===== src/rtl/core/pcrc_pkg.sv =====
// Types, constants and the comparison helper for the password class-ratio checker.
// No dependencies; imported by password_class_ratio_checker_top.
package pcrc_pkg;

  localparam int unsigned MAX_LEN = 255;
  localparam int unsigned CNT_W   = $clog2(MAX_LEN + 1);
  localparam int unsigned FRAC_W  = 16;
  localparam int unsigned THR_W   = FRAC_W + 1;
  localparam int unsigned PROD_W  = THR_W + CNT_W;
  localparam int unsigned LIM_W   = 9;
  localparam int unsigned LCMP_W  = (CNT_W > LIM_W) ? CNT_W : LIM_W;

  localparam int unsigned CODE_W  = 3;
  localparam int unsigned CFG_IDX_W  = 3;
  localparam int unsigned CFG_DATA_W = THR_W;
  localparam int unsigned BYTE_W  = 8;
  localparam int unsigned VERD_W  = 3;
  localparam int unsigned TLEN_W  = 8;

  localparam logic [BYTE_W-1:0] UPPER_LO = 8'd65;
  localparam logic [BYTE_W-1:0] UPPER_HI = 8'd90;
  localparam logic [BYTE_W-1:0] LOWER_LO = 8'd97;
  localparam logic [BYTE_W-1:0] LOWER_HI = 8'd122;
  localparam logic [BYTE_W-1:0] DIGIT_LO = 8'd48;
  localparam logic [BYTE_W-1:0] DIGIT_HI = 8'd57;

  typedef enum logic [CFG_IDX_W-1:0] {
    REG_LENGTH_TEST     = 3'd0,
    REG_LENGTH_LIMIT    = 3'd1,
    REG_RATIO_TESTS     = 3'd2,
    REG_ALPHA_THRESHOLD = 3'd3,
    REG_DIGIT_THRESHOLD = 3'd4,
    REG_OTHER_THRESHOLD = 3'd5,
    REG_CASE_THRESHOLD  = 3'd6
  } cfg_reg_e;

  typedef enum logic [CODE_W-1:0] {
    CMP_NONE = 3'd0,
    CMP_LT   = 3'd1,
    CMP_LE   = 3'd2,
    CMP_EQ   = 3'd3,
    CMP_GT   = 3'd4,
    CMP_GE   = 3'd5
  } cmp_e;

  typedef enum logic [VERD_W-1:0] {
    VERD_PASS     = 3'd0,
    VERD_LENGTH   = 3'd1,
    VERD_ALPHA    = 3'd2,
    VERD_DIGIT    = 3'd3,
    VERD_OTHER    = 3'd4,
    VERD_CASE     = 3'd5,
    VERD_TOO_LONG = 3'd6
  } verdict_e;

  // lt/eq describe lhs against rhs; a configured test without a denominator fails
  function automatic logic rule_pass(logic [CODE_W-1:0] code, logic lt, logic eq,
                                     logic den_ok);
    logic pass;
    pass = 1'b1;
    unique case (code)
      CMP_NONE: pass = 1'b1;
      CMP_LT:   pass = den_ok && lt;
      CMP_LE:   pass = den_ok && (lt || eq);
      CMP_EQ:   pass = den_ok && eq;
      CMP_GT:   pass = den_ok && !lt && !eq;
      CMP_GE:   pass = den_ok && !lt;
      default:  pass = 1'b1;
    endcase
    return pass;
  endfunction

endpackage


===== src/rtl/core/password_class_ratio_checker_top.sv =====
// Password class-ratio checker: byte classification, counters and rule verdict.
// Depends on pcrc_pkg.
//
//  channel  | direction | beat payload                        | handshake
//  ---------+-----------+-------------------------------------+--------------------
//  in       | in        | char_byte_i, has_byte_i, is_last_i  | in_valid_i/in_ready_o
//  out      | out       | verdict_o, total_length_o           | out_valid_o/out_ready_i
//  cfg      | in        | cfg_idx_i, cfg_data_i               | cfg_we_i
//
// One beat a cycle unless a stalled result holds a last beat back. A beat is
// registered, then it bumps the class counters; a last beat also runs the four
// cross-multiplied ratio compares and loads the result register, from which its
// verdict shows. A stalled result holds only last beats back; other beats go on.
// Reset clears the counters, the handshake state and the configuration.
module password_class_ratio_checker_top (
  input  logic                             clk_i,
  input  logic                             rst_ni,
  input  logic                             cfg_we_i,
  input  logic [pcrc_pkg::CFG_IDX_W-1:0]   cfg_idx_i,
  input  logic [pcrc_pkg::CFG_DATA_W-1:0]  cfg_data_i,
  input  logic                             in_valid_i,
  output logic                             in_ready_o,
  input  logic [pcrc_pkg::BYTE_W-1:0]      char_byte_i,
  input  logic                             has_byte_i,
  input  logic                             is_last_i,
  output logic                             out_valid_o,
  input  logic                             out_ready_i,
  output logic [pcrc_pkg::VERD_W-1:0]      verdict_o,
  output logic [pcrc_pkg::TLEN_W-1:0]      total_length_o
);
  import pcrc_pkg::*;

  logic [CODE_W-1:0]  len_test_q;
  logic [LIM_W-1:0]   len_limit_q;
  logic [4*CODE_W-1:0] ratio_tests_q;
  logic [THR_W-1:0]   alpha_thr_q, digit_thr_q, other_thr_q, case_thr_q;

  logic               in_valid_q;
  logic [BYTE_W-1:0]  byte_q;
  logic               has_q, last_q;

  logic [CNT_W-1:0]   len_cnt_q, upper_q, lower_q, digit_q, other_q;
  logic [CNT_W-1:0]   len_cnt_d, upper_d, lower_d, digit_d, other_d;
  logic               ovf_q, ovf_d;

  logic               res_valid_q;
  logic [VERD_W-1:0]  verdict_q, verdict_d;
  logic [TLEN_W-1:0]  tlen_q;

  logic               adv;
  logic               is_upper, is_lower, is_digit;
  logic [CNT_W-1:0]   alpha, diff;
  logic [PROD_W-1:0]  a_lhs, a_rhs, d_lhs, d_rhs, o_lhs, o_rhs, c_lhs, c_rhs;
  logic [LCMP_W-1:0]  len_ext, lim_ext;
  logic               len_ok, alpha_ok, digit_ok, other_ok, case_ok;

  // configuration
  always_ff @(posedge clk_i or negedge rst_ni) begin
    if (!rst_ni) begin
      len_test_q    <= '0;
      len_limit_q   <= '0;
      ratio_tests_q <= '0;
      alpha_thr_q   <= '0;
      digit_thr_q   <= '0;
      other_thr_q   <= '0;
      case_thr_q    <= '0;
    end else if (cfg_we_i) begin
      unique case (cfg_idx_i)
        REG_LENGTH_TEST:     len_test_q    <= cfg_data_i[CODE_W-1:0];
        REG_LENGTH_LIMIT:    len_limit_q   <= cfg_data_i[LIM_W-1:0];
        REG_RATIO_TESTS:     ratio_tests_q <= cfg_data_i[4*CODE_W-1:0];
        REG_ALPHA_THRESHOLD: alpha_thr_q   <= cfg_data_i[THR_W-1:0];
        REG_DIGIT_THRESHOLD: digit_thr_q   <= cfg_data_i[THR_W-1:0];
        REG_OTHER_THRESHOLD: other_thr_q   <= cfg_data_i[THR_W-1:0];
        REG_CASE_THRESHOLD:  case_thr_q    <= cfg_data_i[THR_W-1:0];
        default: ;
      endcase
    end
  end

  assign adv        = in_valid_q && (!last_q || !res_valid_q || out_ready_i);
  assign in_ready_o = !in_valid_q || adv;

  always_ff @(posedge clk_i or negedge rst_ni) begin
    if (!rst_ni) begin
      in_valid_q <= 1'b0;
    end else if (in_ready_o) begin
      in_valid_q <= in_valid_i;
    end
  end

  always_ff @(posedge clk_i) begin
    if (in_ready_o && in_valid_i) begin
      byte_q <= char_byte_i;
      has_q  <= has_byte_i;
      last_q <= is_last_i;
    end
  end

  // counters for the beat in the input register
  always_comb begin
    is_upper  = (byte_q >= UPPER_LO) && (byte_q <= UPPER_HI);
    is_lower  = (byte_q >= LOWER_LO) && (byte_q <= LOWER_HI);
    is_digit  = (byte_q >= DIGIT_LO) && (byte_q <= DIGIT_HI);
    len_cnt_d = len_cnt_q;
    upper_d   = upper_q;
    lower_d   = lower_q;
    digit_d   = digit_q;
    other_d   = other_q;
    ovf_d     = ovf_q;
    if (has_q) begin
      if (len_cnt_q >= CNT_W'(MAX_LEN)) begin
        ovf_d = 1'b1;
      end else begin
        len_cnt_d = len_cnt_q + CNT_W'(1);
        priority if (is_upper) upper_d = upper_q + CNT_W'(1);
        else if (is_lower)     lower_d = lower_q + CNT_W'(1);
        else if (is_digit)     digit_d = digit_q + CNT_W'(1);
        else                   other_d = other_q + CNT_W'(1);
      end
    end
  end

  // rules, evaluated on the updated counts
  always_comb begin
    alpha   = upper_d + lower_d;
    diff    = (upper_d >= lower_d) ? (upper_d - lower_d) : (lower_d - upper_d);
    len_ext = LCMP_W'(len_cnt_d);
    lim_ext = LCMP_W'(len_limit_q);
    a_lhs   = PROD_W'({alpha, {FRAC_W{1'b0}}});
    d_lhs   = PROD_W'({digit_d, {FRAC_W{1'b0}}});
    o_lhs   = PROD_W'({other_d, {FRAC_W{1'b0}}});
    c_lhs   = PROD_W'({diff, {FRAC_W{1'b0}}});
    a_rhs   = PROD_W'(alpha_thr_q) * PROD_W'(len_cnt_d);
    d_rhs   = PROD_W'(digit_thr_q) * PROD_W'(len_cnt_d);
    o_rhs   = PROD_W'(other_thr_q) * PROD_W'(len_cnt_d);
    c_rhs   = PROD_W'(case_thr_q) * PROD_W'(alpha);
    len_ok  = rule_pass(len_test_q, len_ext < lim_ext, len_ext == lim_ext, 1'b1);
    alpha_ok = rule_pass(ratio_tests_q[CODE_W-1:0], a_lhs < a_rhs, a_lhs == a_rhs,
                         len_cnt_d != '0);
    digit_ok = rule_pass(ratio_tests_q[2*CODE_W-1:CODE_W], d_lhs < d_rhs,
                         d_lhs == d_rhs, len_cnt_d != '0);
    other_ok = rule_pass(ratio_tests_q[3*CODE_W-1:2*CODE_W], o_lhs < o_rhs,
                         o_lhs == o_rhs, len_cnt_d != '0);
    case_ok  = rule_pass(ratio_tests_q[4*CODE_W-1:3*CODE_W], c_lhs < c_rhs,
                         c_lhs == c_rhs, alpha != '0);
    priority if (ovf_d) verdict_d = VERD_TOO_LONG;
    else if (!len_ok)   verdict_d = VERD_LENGTH;
    else if (!alpha_ok) verdict_d = VERD_ALPHA;
    else if (!digit_ok) verdict_d = VERD_DIGIT;
    else if (!other_ok) verdict_d = VERD_OTHER;
    else if (!case_ok)  verdict_d = VERD_CASE;
    else                verdict_d = VERD_PASS;
  end

  always_ff @(posedge clk_i or negedge rst_ni) begin
    if (!rst_ni) begin
      len_cnt_q <= '0;
      upper_q   <= '0;
      lower_q   <= '0;
      digit_q   <= '0;
      other_q   <= '0;
      ovf_q     <= 1'b0;
    end else if (adv) begin
      if (last_q) begin
        len_cnt_q <= '0;
        upper_q   <= '0;
        lower_q   <= '0;
        digit_q   <= '0;
        other_q   <= '0;
        ovf_q     <= 1'b0;
      end else begin
        len_cnt_q <= len_cnt_d;
        upper_q   <= upper_d;
        lower_q   <= lower_d;
        digit_q   <= digit_d;
        other_q   <= other_d;
        ovf_q     <= ovf_d;
      end
    end
  end

  always_ff @(posedge clk_i or negedge rst_ni) begin
    if (!rst_ni) begin
      res_valid_q <= 1'b0;
    end else if (adv && last_q) begin
      res_valid_q <= 1'b1;
    end else if (out_ready_i) begin
      res_valid_q <= 1'b0;
    end
  end

  always_ff @(posedge clk_i) begin
    if (adv && last_q) begin
      verdict_q <= verdict_d;
      tlen_q    <= TLEN_W'(len_cnt_d);
    end
  end

  assign out_valid_o    = res_valid_q;
  assign verdict_o      = verdict_q;
  assign total_length_o = tlen_q;

  a_cnt_bound: assert property (@(posedge clk_i) disable iff (!rst_ni)
    len_cnt_q <= CNT_W'(MAX_LEN))
    else $error("length count beyond limit");

  a_cnt_sum: assert property (@(posedge clk_i) disable iff (!rst_ni)
    ((CNT_W+2)'(upper_q) + (CNT_W+2)'(lower_q) + (CNT_W+2)'(digit_q)
      + (CNT_W+2)'(other_q)) == (CNT_W+2)'(len_cnt_q))
    else $error("class counts do not add up to length");

  a_clear: assert property (@(posedge clk_i) disable iff (!rst_ni)
    (adv && last_q) |=> (len_cnt_q == '0 && !ovf_q && out_valid_o))
    else $error("counters not cleared after last beat");

  a_no_drop: assert property (@(posedge clk_i) disable iff (!rst_ni)
    (out_valid_o && !out_ready_i) |-> !(adv && last_q))
    else $error("result overwritten while stalled");

endmodule

===== config.mk =====
export PLATFORM = sky130hd
export DESIGN_NAME = password_class_ratio_checker_top
export DESIGN_NICKNAME = d
export VERILOG_FILES = /design/src/rtl/core/pcrc_pkg.sv /design/src/rtl/core/password_class_ratio_checker_top.sv
export SDC_FILE = /design/constraint.sdc
export NUM_CORES = 2
export LEC_CHECK = 0
export ABC_AREA = 1
export BUFFER_PORTS_ARGS = -buffer_cell sky130_fd_sc_hd__buf_2
export CORE_AREA = 2 2 243 245
export DETAILED_ROUTE_END_ITERATION = 6
export DIE_AREA = 0 0 245 247
export MAX_ROUTING_LAYER = met4
export RECOVER_POWER = 100
export SYNTH_ARGS = -nofsm -noshare
export SYNTH_HDL_FRONTEND = slang
export SYNTH_SLANG_ARGS = --single-unit

===== constraint.sdc =====
create_clock -name clk_i -period 16 [get_ports clk_i]
set_input_delay 2.4 -clock clk_i [delete_from_list [all_inputs] [get_ports clk_i]]
set_output_delay 2.4 -clock clk_i [all_outputs]
set_load 0.005 [all_outputs]

==> reports/metrics.cfg <==
[power]
vdd.ir_drop.worst_mv = 0.0729
p_per_area_nw_per_um2 = 106
leakage_nw = 14.5

[timing]
setup_viol = 0
timing.final.crit_period_ns = 10.97
setup_tns_ns = 0
holdWs_ns = 0.490
max_slew_margin = -1.74
drv_slew = 406
worst_pin_slew_ns = 4.11
fmax_mhz = 91.2
hold_viol = 0
rsz0062_at_grt = no
final.setup_skew_ns = 0.0127
period_share = 0.685

[critical_path]
startpoint = len_cnt_q[0]
critical_path_arrival_ns = 11.19
r2r-start = len_cnt_q[0]
ff2ff_path_depth = 42
critPathCaptureType = register
critPathSlowestCell = clkbuf_1
path_class = reg2reg
crit_required_ns = 16.22
timing.rr.end = verdict_o[0]
crit_end = verdict_o[0]
worstSetupStartpointType = register
crit_path_frequent_cell = nand2_1
reg2reg_slack_ns = 5.03
crit_fanout = 45
critical-path-max-stage-delay_ns = 1.90

[synth]
yosys_most_used_dff = dfrtp_1
synth_edf_count = 21
yosysSeqAreaShare = 0.155
ys_warn_count = 0
async_reset_ff_frac = 0.865
synth_cell_type_count = 59
postSynthAreaPerCell_um2 = 7.53
synthesis.area_um2 = 25800
synth_cells = 3429
ys_ff_latch = 156
syn_nets = 4074

[cts]
ctsResizeCount = 0
cts_tree = yes
cts_made_buffers = 17
clockBufferDepth = 2
post_cts_buffers = 0
cts_hold_buf = 0
clk_latency_ns = 0.47
cts_sinks = 156
h-tree-depth = 4
cts_root_buffer = clkbuf_16
clk_pin_slew_worst_paths_ns = 0.07

[final_layout]
fin_util = 0.470
fillers = 5962
final_area_um2 = 27400
area_growth_syn_to_layout_pct = 5.95
nNetsFinal = 4069
instances_no_fill = 4211
drive_gt1_frac = 0.0282

[placed_design]
port_buffers = 47
gp_routability_congestion = 0.908
dp_hpwl_mm = 53.8
dp_cells = 4178
dpl_cell_area_um2 = 26800

[floorplan]
dieArea_um2 = 60500
rows = 89
start_util = 0.443
die_h_um = 247
fp.coreArea_um2 = 58200
fp.dieW_um = 245
io_pins = 48

[routing]
drc = 0
dr.pass1.iters = 6
wl_mm = 67.0
routed_via_density = 5.07
post_drt_wl_per_cell_um = 15.9
drtAntennaViolNets = 0
drtIter0Drc = 1378
vias = 21400

[global_route]
grt_max_degree = 77
grt_pass1_wl_mm = 112
first_global_vias = 21300
antenna_found_initial = 1
gr-total-overflow = 0
grt.total_usage = 0.242

[status]
violations = capacitance limit, slew limit
status = complete, but fails checks

[flow_run]
drv_cap = 8

[hold_path]
hold_class = reg2reg

area by class of cell:
cell class,count,area [um^2],area share
Multi-Input combinational cell,2450,18700,0.684
Sequential cell,156,4010,0.146
Inverter,740,2780,0.102
Tap cell,773,967,0.0353
Clock buffer,19,433,0.0158
Timing Repair Buffer,59,282,0.0103
Clock inverter,13,171,0.00626
Antenna cell,1,2.50,0.0000914
routing by layer:
metal  GRT usage  up-vias  wire, um
met3      0.0360       65      3730
met5           -        -         0
met1       0.325    10400     30900
li1            -    10400         -
met4      0.0585        0      1410
met2       0.387      539     31000
critical path, delay by kind of cell (launching register included):
kind	cells	cell delay [ns]
buf+inv	6	3.69
fa+ha+maj	7	2.89
simple gates	23	2.62
compound gates	5	0.95
flops	1	0.40
xor+xnor	1	0.14
flip-flops by register name, summed over array words and instances, names as in the netlist:
| signal | cells |
|---|---|
| verdict_o | 3 |
| len_cnt_q | 8 |
| out_valid_o | 1 |
| has_q | 1 |
| byte_q | 8 |
| len_limit_q | 9 |
| lower_q | 8 |
| other_thr_q | 17 |
| upper_q | 8 |
| last_q | 1 |
| digit_q | 8 |
| case_thr_q | 17 |
| alpha_thr_q | 17 |
| digit_thr_q | 17 |
| in_valid_q | 1 |
| ovf_q | 1 |
| len_test_q | 3 |
| total_length_o | 8 |
| ratio_tests_q | 12 |
| other_q | 8 |
synth_stat cells (7+ instances only):
master      n  share of area
nand3_1   133          0.026
dfrtp_1   135           0.13
ha_1      247           0.12
xnor2_1    29         0.0098
nor3_1     19         0.0037
clkbuf_1   58         0.0084
nand4_1    32         0.0078
o21ai_0   135          0.026
o21bai_1   12         0.0035
nand3b_1    8         0.0023
nor2_1    404          0.059
a21oi_1    98          0.019
o21ai_1     7         0.0014
o22ai_1    29         0.0070
edfxtp_1   21          0.024
buf_1      15         0.0022
nand2_1   811           0.12
fa_1      363           0.28
inv_1     731           0.11
xor2_1     56          0.019
clkbuf_2    7         0.0014
placed cells by master, fill, tap and decap left out, types with 56 or more instances in the layout:
cell type  count
inv_1        733
fa_1         363
a21oi_1       99
nand3_1      132
xor2_1        56
nor2_1       405
nand2_1      811
o21ai_0      139
ha_1         247
dfrtp_1      135
cells by family (layout without fill, tap and decap cells):
| family | count (synthesis) | count (layout) | synth area share |
|---|---|---|---|
| xor+xnor | 85 | 85 | 0.0288 |
| simple gates | 1443 | 1443 | 0.227 |
| other cells | 0 | 1 | 0 |
| flops | 156 | 156 | 0.155 |
| fa+ha+maj | 610 | 610 | 0.401 |
| buf+inv | 823 | 831 | 0.120 |
| compound gates | 312 | 312 | 0.0671 |
report_power, final:
part	switching (mW)	internal, mW
sequential	0.0946	0.457
combinational	1.21	0.710
clock	0.194	0.237
total	1.50	1.40
through the flow:
stage,setup slack [ns],power [mW]
finish,5.03,2.91
global route,4.45,3.25
CTS,6.05,2.93
detailed placement,6.06,2.48
global placement,6.32,2.47
floorplan,7.48,1.99
worst min-delay path by stage:
stage / startpoint / end / slack [ns] / cells after the start
global placement: ratio_tests_q[4] / ratio_tests_q[4] / 0.47 / 2
floorplan: len_limit_q[1] / len_limit_q[1] / 0.45 / 2
detailed placement: len_limit_q[7] / len_limit_q[7] / 0.48 / 2
CTS: len_limit_q[5] / len_limit_q[5] / 0.49 / 2
global route: len_limit_q[5] / len_limit_q[5] / 0.51 / 2
finish: len_limit_q[3] / len_limit_q[3] / 0.49 / 2
Note: power is estimated with default switching activity, not from simulation.
